$ cat src/sv/vt4x4_pkg.sv
`timescale 1ns / 1ps

package vt4x4_pkg;

   localparam int NUM_ROWS        = 4;
   localparam int NUM_COLS        = 4;
   localparam int ROW_WIDTH       = 64;
   localparam int COLOR_WIDTH     = 32;
   localparam int CSR_INDEX_WIDTH = 3;
   localparam int COEF_INT_BITS   = 4;
   localparam int PIPE_DEPTH      = 4;

   typedef enum logic [CSR_INDEX_WIDTH-1:0] {
      CSR_ROW_ZERO  = 3'd0,
      CSR_ROW_ONE   = 3'd1,
      CSR_ROW_TWO   = 3'd2,
      CSR_ROW_THREE = 3'd3
   } csr_index_type;

   typedef struct packed {
      logic                       valid;
      logic [CSR_INDEX_WIDTH-1:0] index;
      logic [ROW_WIDTH-1:0]       data;
   } csr_write_type;

   typedef logic [NUM_ROWS-1:0][ROW_WIDTH-1:0] matrix_type;

endpackage

$ cat src/sv/vt4x4_csr.sv
`timescale 1ns / 1ps

module vt4x4_csr (
   input  logic                      clock,
   input  logic                      reset,
   input  vt4x4_pkg::csr_write_type  wr,
   output vt4x4_pkg::matrix_type     matrix
);

   vt4x4_pkg::matrix_type matrix_ff;
   vt4x4_pkg::matrix_type matrix_in;

   always_comb begin
      matrix_in = matrix_ff;
      if (wr.valid) begin
         unique case (wr.index)
            vt4x4_pkg::CSR_ROW_ZERO:  matrix_in[0] = wr.data;
            vt4x4_pkg::CSR_ROW_ONE:   matrix_in[1] = wr.data;
            vt4x4_pkg::CSR_ROW_TWO:   matrix_in[2] = wr.data;
            vt4x4_pkg::CSR_ROW_THREE: matrix_in[3] = wr.data;
            default:                  matrix_in = matrix_ff;
         endcase
      end
   end

   always_ff @(posedge clock) begin
      if (reset) begin
         matrix_ff <= '0;
      end else begin
         matrix_ff <= matrix_in;
      end
   end

   assign matrix = matrix_ff;

endmodule

$ cat config.mk
export PLATFORM = sky130hd
export DESIGN_NAME = vt4x4_csr
export DESIGN_NICKNAME = d
export VERILOG_FILES = /design/src/sv/vt4x4_pkg.sv /design/src/sv/vt4x4_csr.sv
export SDC_FILE = /design/constraint.sdc
export NUM_CORES = 1
export LEC_CHECK = 0
export ABC_CLOCK_PERIOD_IN_PS = 1570
export BUFFER_PORTS_ARGS = -buffer_cell sky130_fd_sc_hd__buf_4
export CAP_MARGIN = 5
export CORE_UTILIZATION = 51
export DETAILED_ROUTE_END_ITERATION = 8
export HOLD_SLACK_MARGIN = 0.06
export PLACE_DENSITY = 0.86
export SYNTH_ARGS = -nofsm -noshare
export SYNTH_HDL_FRONTEND = slang
export SYNTH_SLANG_ARGS = --single-unit
$ cat constraint.sdc
create_clock -name clock -period 1.57 [get_ports clock]
set_input_delay 0.2355 -clock clock [delete_from_list [all_inputs] [get_ports clock]]
set_output_delay 0.2355 -clock clock [all_outputs]
set_load 0.01 [all_outputs]
==> metrics.txt, run 1 <==
status finished, final reports clean; post-route clock period utilization 81.6%; Power per Cell Area 1040 nW/um^2; vias post-DR 7,460; crit path max-delay cell type dfxtp_1; dpl ws 0.131 ns; die area 20,300 sq um; initial antenna violation count 0; H-Tree Depth 1; max_cap viols 0; Avg Inst Size Synth 11.2 sq um; sequential element share of the synthesized area 50.8%; post-route clock skew 0 ns; LEAKAGE 6.99 nW; Final setup viols 0; RePlAce Congestion 0.788; clock-pin slew on the worst setup and hold paths 0.06 ns; Die W 143 microns; Die Height 143 microns; detailed-route DRC error count 0; post-synth net total 971; total power 14.6 mW; Initial Util 52.0%; Worst VDD drop 1.05 mV; GR Util met3 6.74%; count of distinct cell types in the synthesized netlist 12; Routed WL per cell 17.0 microns; CTS root buf clkbuf_16; Internal Power 11.5 mW; CTS tree yes; FF-to-FF path depth 2; Total GRT Usage 24.7%; fin nets 1,304; GRT met2 Usage 45.1%; critical path fanouts, max 2; worst slew pin tran 0.596 ns; first-pass GRT wire length 40,000 microns; post-DP HPWL 17,500 microns; drt initial violations 234; Ports 326; final hold viol count 0; Setup WS post-layout 0.289 ns; YS warnings 0; Crit. End Element output port; Core ar. 19,400 sq um; final core utilization 72.4%; commonest non-fill, non-tap cell in the layout buf_4; diode count 0; critical path's top delay family flip-flops; min-delay src wr[21]; met1 GRT Util 27.4%; setup TNS 0 ns; via count of the first global-routing pass 7,642; critical path class reg -> out; synthesized area 10,100 sq um; worst path cell trace buf_4; Worst R2R Setup Slack 0.89 ns; via/cell ratio 4.91; Gate power share 8.1%; critical path buffer and inverter count 1; clk sink count 256; post-synthesis register bit count 256; crit-path max cell delay 0.39 ns; hold depth 3; Mapped Cells 901; CP Data Required Time 1.33 ns; Congestion Overflow GR 0; row cnt 51; R2R Path End matrix[107]; Clock Power Share 46.1%; Hold EP matrix[213]; Most Crowded Layer GR met2; crit start category flip-flop; max reg flops 256; switching share of power 21.5%; reported net switching power 3.15 mW; minimum clock period 1.28 ns; Final Slew Violations 0; post-detailed-route count of antenna-violating nets 0; Tightest Hold Check Type in -> reg; Clock Latency Late Sink 0.51 ns; register share of total power 45.9%; largest net degree at the start of global routing 72; Rel. slew slack 60.3%; Max Fclk 781 MHz; Area Growth Syn to Fin 39.2%; maximum buffer depth of the clock tree 3; Post-Route WL 25,900 microns; Arr. time, crit path 1.05 ns; port buffer count 325; commonest non-fill, non-tap cells in the layout 335 x buf_4, 320 x nand2b_1, 256 x mux2i_1, 256 x dfxtp_1, 27 x clkbuf_16; layout cell share with drive strength beyond 1 31.5%; TritonCTS buffer count 26; worst reg2reg startpoint matrix[107]; drt pass-1 iters 4; RSZ-0062 raised after global routing no
-- power groups by stage --
stage	Sequential [mW]	Combinational [mW]	Clock (mW)
final	6.72	1.18	6.75
after global placement	6.86	1.12	0
after detailed placement	6.86	1.13	0
after floorplan	6.92	0.528	0
after CTS	6.72	1.18	6.85
after global routing	6.73	1.26	7.12
-- layout make-up --
class,instances,area (sq um)
well taps,265,332
multi-input cells,582,4680
clock buffers,39,811
repair buffers,368,2950
flip-flops and latches,256,5120
clock inverters,9,148
fillers,1404,5360
-- worst max path at each step --
stage | start | end | slack, ns | cells after the start
6_report | matrix[37] | matrix[37] | 0.29 | 1
3_5_place_dp | wr[64] | matrix[7] | 0.13 | 4
5_1_grt | matrix[37] | matrix[37] | 0.26 | 1
3_3_place_gp | wr[64] | matrix[30] | 0.19 | 4
4_1_cts | matrix[37] | matrix[37] | 0.27 | 1
2_1_floorplan | wr[64] | matrix[55] | 0.40 | 3
-- metal layers --
metal / routed length [microns] / vias up
met2: 13100 / 236
met5: 0 / -
met1: 10200 / 3539
li1: - / 3639
met4: 701 / 0
met3: 1870 / 46
-- per-stage QoR --
step / std cells / instance area (sq um) / hold WS, ns
finish: 1519 / 14000 / 0.0713
global route: 1519 / 14000 / 0.0717
CTS: 1519 / 14000 / 0.0614
detailed placement: 1449 / 12900 / 0.461
global placement: 1449 / 12900 / 0.458
floorplan: 901 / 10100 / 0.456
-- logic make-up after synthesis --
group                  Yosys count  synth area share [%]
multiplexers                   256                  25.4
AND/OR/NAND/NOR                326                  20.5
flip-flops                     256                  50.8
buffers and inverters           63                  3.26
-- cells in the mapped netlist --
cell,n,share of area (%)
nand4bb_1,2,0.22
nand4b_1,1,0.087
mux2i_1,256,25
nor4b_2,1,0.15
buf_2,11,0.55
nor4bb_1,1,0.099
clkbuf_1,35,1.3
dfxtp_1,256,51
buf_6,4,0.45
nand2b_1,320,20
or4b_1,1,0.099
buf_4,13,0.97
-- repair_timing --
action,4_1_cts,5_1_grt
buffers inserted,0,0
hold buffers,22,0
endpoints found under the hold margin,42,0
resized for setup,0,0
Power figures use the tool's default switching activity.
==> run 2: changes to the inputs <==
--- a/config.mk
+++ b/config.mk
@@ -5,13 +5,13 @@
 export SDC_FILE = /design/constraint.sdc
 export NUM_CORES = 1
 export LEC_CHECK = 0
-export ABC_CLOCK_PERIOD_IN_PS = 1570
+export ABC_CLOCK_PERIOD_IN_PS = 1000
 export BUFFER_PORTS_ARGS = -buffer_cell sky130_fd_sc_hd__buf_4
 export CAP_MARGIN = 5
-export CORE_UTILIZATION = 51
+export CORE_UTILIZATION = 46
 export DETAILED_ROUTE_END_ITERATION = 8
 export HOLD_SLACK_MARGIN = 0.06
-export PLACE_DENSITY = 0.86
+export PLACE_DENSITY = 0.82
 export SYNTH_ARGS = -nofsm -noshare
 export SYNTH_HDL_FRONTEND = slang
 export SYNTH_SLANG_ARGS = --single-unit
==> constraint.sdc (replaced) <==
create_clock -name clock -period 1 [get_ports clock]
set_input_delay 0.15 -clock clock [delete_from_list [all_inputs] [get_ports clock]]
set_output_delay 0.15 -clock clock [all_outputs]
set_load 0.01 [all_outputs]
==> run 2 against run 1 <==
Effect of this change:
- the flow now finishes with violations (negative setup slack)
- via count increased by 18%
- final cell count increased by 15%
- register-to-register slack got worse by 0.83 ns
- global-route usage increased by 3.0 points
- first-iteration DRC count increased by 3.4%
- design area increased by 21%
- non-clock buffer count increased by 209
- critical path type unchanged
==> metrics.txt, run 2 (synthesized netlist as in run 1, its figures left out) <==
Die Height 150 microns (was 143 microns); critical path's top delay family flip-flops (unchanged); failing checks negative setup slack; crit start category flip-flop (unchanged); LEAKAGE 8.38 nW (was 6.99 nW); TritonCTS buffer count 28 (was 26); commonest non-fill, non-tap cell in the layout nand2b_1 (was buf_4); RSZ-0062 raised after global routing yes (was no); Ports 326 (unchanged); Max Fclk 853 MHz; H-Tree Depth 1 (unchanged); post-route clock skew 0 ns (unchanged); Clock Latency Late Sink 0.53 ns (was 0.51 ns); Initial Util 47.4% (was 52.0%); Rel. slew slack 80.0% (was 60.3%); row cnt 53 (was 51); first-pass GRT wire length 48,500 microns (was 40,000 microns); port buffer count 325 (unchanged); Setup WS post-layout -0.172 ns (was 0.289 ns); via/cell ratio 5.07 (was 4.91); max reg flops 256 (unchanged); Area Growth Syn to Fin 69.0% (was 39.2%); Crit. End Element output port (unchanged); Worst VDD drop 1.14 mV (was 1.05 mV); detailed-route DRC error count 0 (unchanged); Final setup viols 256 (was 0); clock-pin slew on the worst setup and hold paths 0.07 ns (was 0.06 ns); post-detailed-route count of antenna-violating nets 0 (unchanged); filler instances 1,113 (was 1,404); largest net degree at the start of global routing 81 (was 72); final core utilization 80.1% (was 72.4%); post-route clock period utilization 117%; worst path cell trace buf_6 (was buf_4); placed insts 1,499 (was 1,449); Arr. time, crit path 1.02 ns (was 1.05 ns); post-DP HPWL 18,900 microns (was 17,500 microns); minimum clock period 1.17 ns; drt pass-1 iters 4 (unchanged); critical path fanouts, max 2 (unchanged); layout cell share with drive strength beyond 1 55.9% (was 31.5%); final hold viol count 0 (unchanged); maximum buffer depth of the clock tree 3 (unchanged); initial antenna violation count 1 (was 0); drt initial violations 242 (was 234); Power per Cell Area 1410 nW/um^2 (was 1040 nW/um^2); via count of the first global-routing pass 8,813 (was 7,642); Core ar. 21,300 sq um (was 19,400 sq um); critical path class reg -> out (unchanged); Die W 150 microns (was 143 microns); Congestion Overflow GR 0 (unchanged); fin nets 1,515 (was 1,304); crit path max-delay cell type dfxtp_2 (was dfxtp_1); CP Data Required Time 0.85 ns (was 1.33 ns); CTS root buf clkbuf_16 (unchanged); crit-path max cell delay 0.37 ns (was 0.39 ns); Post-Route WL 35,400 microns (was 25,900 microns); RePlAce Congestion 0.826 (was 0.788); Finished Layout Cells 1,741 (was 1,519); Routed WL per cell 20.4 microns (was 17.0 microns); Total GRT Usage 27.7% (was 24.7%); critical path buffer and inverter count 1 (unchanged); setup TNS -31.85 ns (was 0 ns); Tightest Hold Check Type in -> reg (unchanged); die area 22,500 sq um (was 20,300 sq um); max_cap viols 0 (unchanged); CTS tree yes (unchanged); clk sink count 256 (unchanged); commonest non-fill, non-tap cells in the layout 320 x nand2b_1, 257 x buf_6, 256 x mux2i_1, 256 x dfxtp_2, 244 x buf_4 (was 335 x buf_4, 320 x nand2b_1, 256 x mux2i_1, 256 x dfxtp_1, 27 x clkbuf_16); status finished, violations left (was finished, final reports clean); worst slew pin tran 0.301 ns (was 0.596 ns); vias post-DR 8,832 (was 7,460); Final Slew Violations 0 (unchanged)
## run 2: tightest hold or removal path, cell delays in order
cell	delay [ns]
buf_4	0.13
or4b_4	0.23
mux2i_1	0.09
## run 2: power breakdown
part / switching, mW / internal [mW] / total (mW)
Combinational: 1.04 / 1.44 / 2.48
Clock: 4.28 / 6.61 / 10.9
Sequential: 0.183 / 10.5 / 10.7
## run 2: final cells by class
class	count	area (sq um)	share of cell area (%)
Clock buffer	38	800	4.69
Sequential cell	256	5450	31.9
Multi-Input combinational cell	582	4680	27.5
Tap cell	275	344	2.02
Timing Repair Buffer	577	5610	32.9
Clock inverter	12	164	0.962
Antenna cell	1	2.50	0.0147
## run 2: path summary, 6_finish.rpt
path	slack, ns	depth (start not counted)	to	startpoint
max	-0.17	1	matrix[136]	matrix[136]
min	0.11	3	matrix[56]	wr[66]
max reg2reg	0.06	4	matrix[169]	matrix[169]
min reg2reg	0.48	2	matrix[50]	matrix[50]
## run 2: layer usage
metal	vias to the layer above	GRT usage, %	share of wire (%)
met2	316	52.3	54
met1	4342	29.0	36
met3	116	5.76	5.3
li1	4058	-	-
met5	-	0	0
met4	0	13.0	5.1
## run 2: timing repair
action	in CTS	in global routing
hold endpoints to repair	253	0
gates resized for setup	512	0
setup endpoints to repair	256	256
buffers inserted	41	86
hold buffers	64	0
## run 2: metrics by stage
stage / setup WS (ns) / power [mW] / cell area (sq um) / hold slack [ns]
6_report: -0.172 / 24.0 / 17000 / 0.105
5_1_grt: -0.182 / 24.7 / 17000 / 0.114
4_1_cts: -0.168 / 23.8 / 16400 / 0.0757
3_5_place_dp: -0.274 / 12.7 / 13200 / 0.463
3_3_place_gp: -0.217 / 12.6 / 13200 / 0.458
2_1_floorplan: -0.0441 / 11.7 / 10100 / 0.371
==> run 3: changes to the inputs <==
--- a/config.mk
+++ b/config.mk
@@ -12,6 +12,7 @@
 export DETAILED_ROUTE_END_ITERATION = 8
 export HOLD_SLACK_MARGIN = 0.06
 export PLACE_DENSITY = 0.82
+export SKIP_CTS_REPAIR_TIMING = 1
 export SYNTH_ARGS = -nofsm -noshare
 export SYNTH_HDL_FRONTEND = slang
 export SYNTH_SLANG_ARGS = --single-unit
==> run 3 against run 2 <==
Effect of this change:
- core utilization fell by 2.0 points
- non-clock buffer count decreased by 56
- first-iteration DRC count is 26% higher
- die area stayed put
- count of clock-buffer cells in the layout unchanged
- setup slack better by 0.017 ns
- the flow still finishes with violations (negative setup slack)
- largest cell class is now flip-flops and latches
- critical path depth is the same
- critical path type unchanged
- register-to-register slack improved by 0.08 ns
- sequential share of layout area rose by 0.82 points
- routed wire length down 5.7%
- highest routed layer unchanged
- final cell count shrank 3.3%
==> metrics.txt, run 3 (synthesized netlist as in run 1, its figures left out) <==
Die W 150 microns (unchanged); crit-path max cell delay 0.36 ns (was 0.37 ns); worst path cell trace buf_6 (unchanged); Met1 Wirelength 12,300 microns (was 12,700 microns); Worst R2R Setup Slack 0.14 ns (was 0.06 ns); first-pass GRT wire length 40,700 microns (was 48,500 microns); via/cell ratio 5.06 (was 5.07); diode count 0 (was 1); Core ar. 21,300 sq um (unchanged); worst reg2reg startpoint matrix[149] (was matrix[169]); Setup WS post-layout -0.155 ns (was -0.172 ns); filler instances 1,196 (was 1,113); FF-to-FF path depth 3 (was 4); via count of the first global-routing pass 7,610 (was 8,813); Ports 326 (unchanged); CP Data Required Time 0.85 ns (about the same); max_cap viols 0 (unchanged); Final setup viols 256 (unchanged); post-route clock period utilization 116% (was 117%); RePlAce Congestion 0.826 (unchanged); vias post-DR 8,513 (was 8,832); total power 23.9 mW (was 24.0 mW); Congestion Overflow GR 0 (unchanged); worst slew pin tran 0.300 ns (was 0.301 ns); post-detailed-route count of antenna-violating nets 0 (unchanged); CTS tree yes (unchanged); Clock Latency Late Sink 0.53 ns (about the same); Area Growth Syn to Fin 64.8% (was 69.0%); status finished, violations left (unchanged); top layer in use met4 (unchanged); final core utilization 78.1% (was 80.1%); Hold EP matrix[166] (was matrix[56]); LEAKAGE 8.08 nW (was 8.38 nW); row cnt 53 (unchanged); Worst Hold Slack 0.0605 ns (was 0.105 ns); critical path class reg -> out (unchanged); R2R Path End matrix[149] (was matrix[169]); TritonCTS buffer count 28 (unchanged); Finished Layout Cells 1,684 (was 1,741); Power per Cell Area 1440 nW/um^2 (was 1410 nW/um^2); minimum clock period 1.16 ns (was 1.17 ns); clk sink count 256 (unchanged); failing checks negative setup slack (unchanged); commonest non-fill, non-tap cell in the layout nand2b_1 (unchanged); post-route clock skew 0 ns (unchanged); Die Height 150 microns (unchanged); die area 22,500 sq um (unchanged); initial antenna violation count 0 (was 1); fin nets 1,459 (was 1,515); final hold viol count 0 (unchanged); Arr. time, crit path 1.01 ns (was 1.02 ns); port buffer count 325 (unchanged); Final Slew Violations 0 (unchanged); Crit. End Element output port (unchanged); layout cell share with drive strength beyond 1 54.3% (was 55.9%); post-DP HPWL 18,900 microns (unchanged); Worst VDD drop 1.13 mV (was 1.14 mV); met3 wire len 1960 microns (was 1870 microns); RSZ-0062 raised after global routing yes (unchanged); placed insts 1,499 (unchanged); Initial Util 47.4% (unchanged); drt pass-1 iters 4 (unchanged); drt initial violations 306 (was 242); maximum buffer depth of the clock tree 3 (unchanged); largest net degree at the start of global routing 81 (unchanged); hold depth 3 (unchanged); min-delay src wr[38] (was wr[66]); critical path buffer and inverter count 1 (unchanged); critical path fanouts, max 2 (unchanged); clock-pin slew on the worst setup and hold paths 0.06 ns (was 0.07 ns); Max Fclk 866 MHz (was 853 MHz); detailed-route DRC error count 0 (unchanged); critical path's top delay family flip-flops (unchanged); H-Tree Depth 1 (unchanged); Reg area 5450 sq um (unchanged); dpl ws -0.274 ns (unchanged); crit start category flip-flop (unchanged); Tightest Hold Check Type in -> reg (unchanged); crit path max-delay cell type dfxtp_2 (unchanged); met2 WL post-DR 17,800 microns (was 19,000 microns); Rel. slew slack 80.0% (about the same); max reg flops 256 (unchanged); commonest non-fill, non-tap cells in the layout 320 x nand2b_1, 257 x buf_6, 256 x mux2i_1, 256 x dfxtp_2, 190 x buf_4 (was 320 x nand2b_1, 257 x buf_6, 256 x mux2i_1, 256 x dfxtp_2, 244 x buf_4); multi-input logic area 4680 sq um (unchanged); Total GRT Usage 22.7% (was 27.7%); CTS root buf clkbuf_16 (unchanged); Routed WL per cell 19.8 microns (was 20.4 microns); Post-Route WL 33,400 microns (was 35,400 microns)
run 3: area by class of cell:
type,count,area share (%)
clock buffer,38,4.81
multi-input combinational,582,28.2
sequential,256,32.8
tap,275,2.07
clock inverter,12,0.986
timing repair buffer,521,31.2
run 3: worst max path at each step:
stage	startpoint	to	slack, ns	cells past startpoint
2_1_floorplan	wr[64]	matrix[55]	-0.04	3
3_3_place_gp	wr[64]	matrix[29]	-0.22	5
3_5_place_dp	wr[64]	matrix[17]	-0.27	5
4_1_cts	matrix[134]	matrix[134]	-0.23	1
5_1_grt	matrix[200]	matrix[200]	-0.18	1
6_report	matrix[62]	matrix[62]	-0.16	1
run 3: where the power goes:
group	total (mW)	switching (mW)	internal [mW]
Clock	10.9	4.27	6.61
Combinational	2.37	0.991	1.38
Sequential	10.6	0.183	10.5
Total	23.9	5.45	18.5
run 3: worst register-to-register path, cell delays in order, from the launching register on:
cell and delay [ns]:
dfxtp_2 0.34, buf_4 0.10, nand2b_1 0.10, mux2i_1 0.22
run 3: per-layer routing:
layer / track usage [%] / vias to the layer above
li1: - / 3948
met1: 26.5 / 4178
met2: 39.9 / 298
met3: 5.85 / 89
met4: 8.18 / 0
met5: 0 / -
run 3: stage by stage:
step,setup TNS [ns],cell area [sq um]
floorplan,-1.04,10100
global placement,-36.49,13200
detailed placement,-42.07,13200
CTS,-42.64,14200
global route,-39.15,16600
finish,-31.84,16600
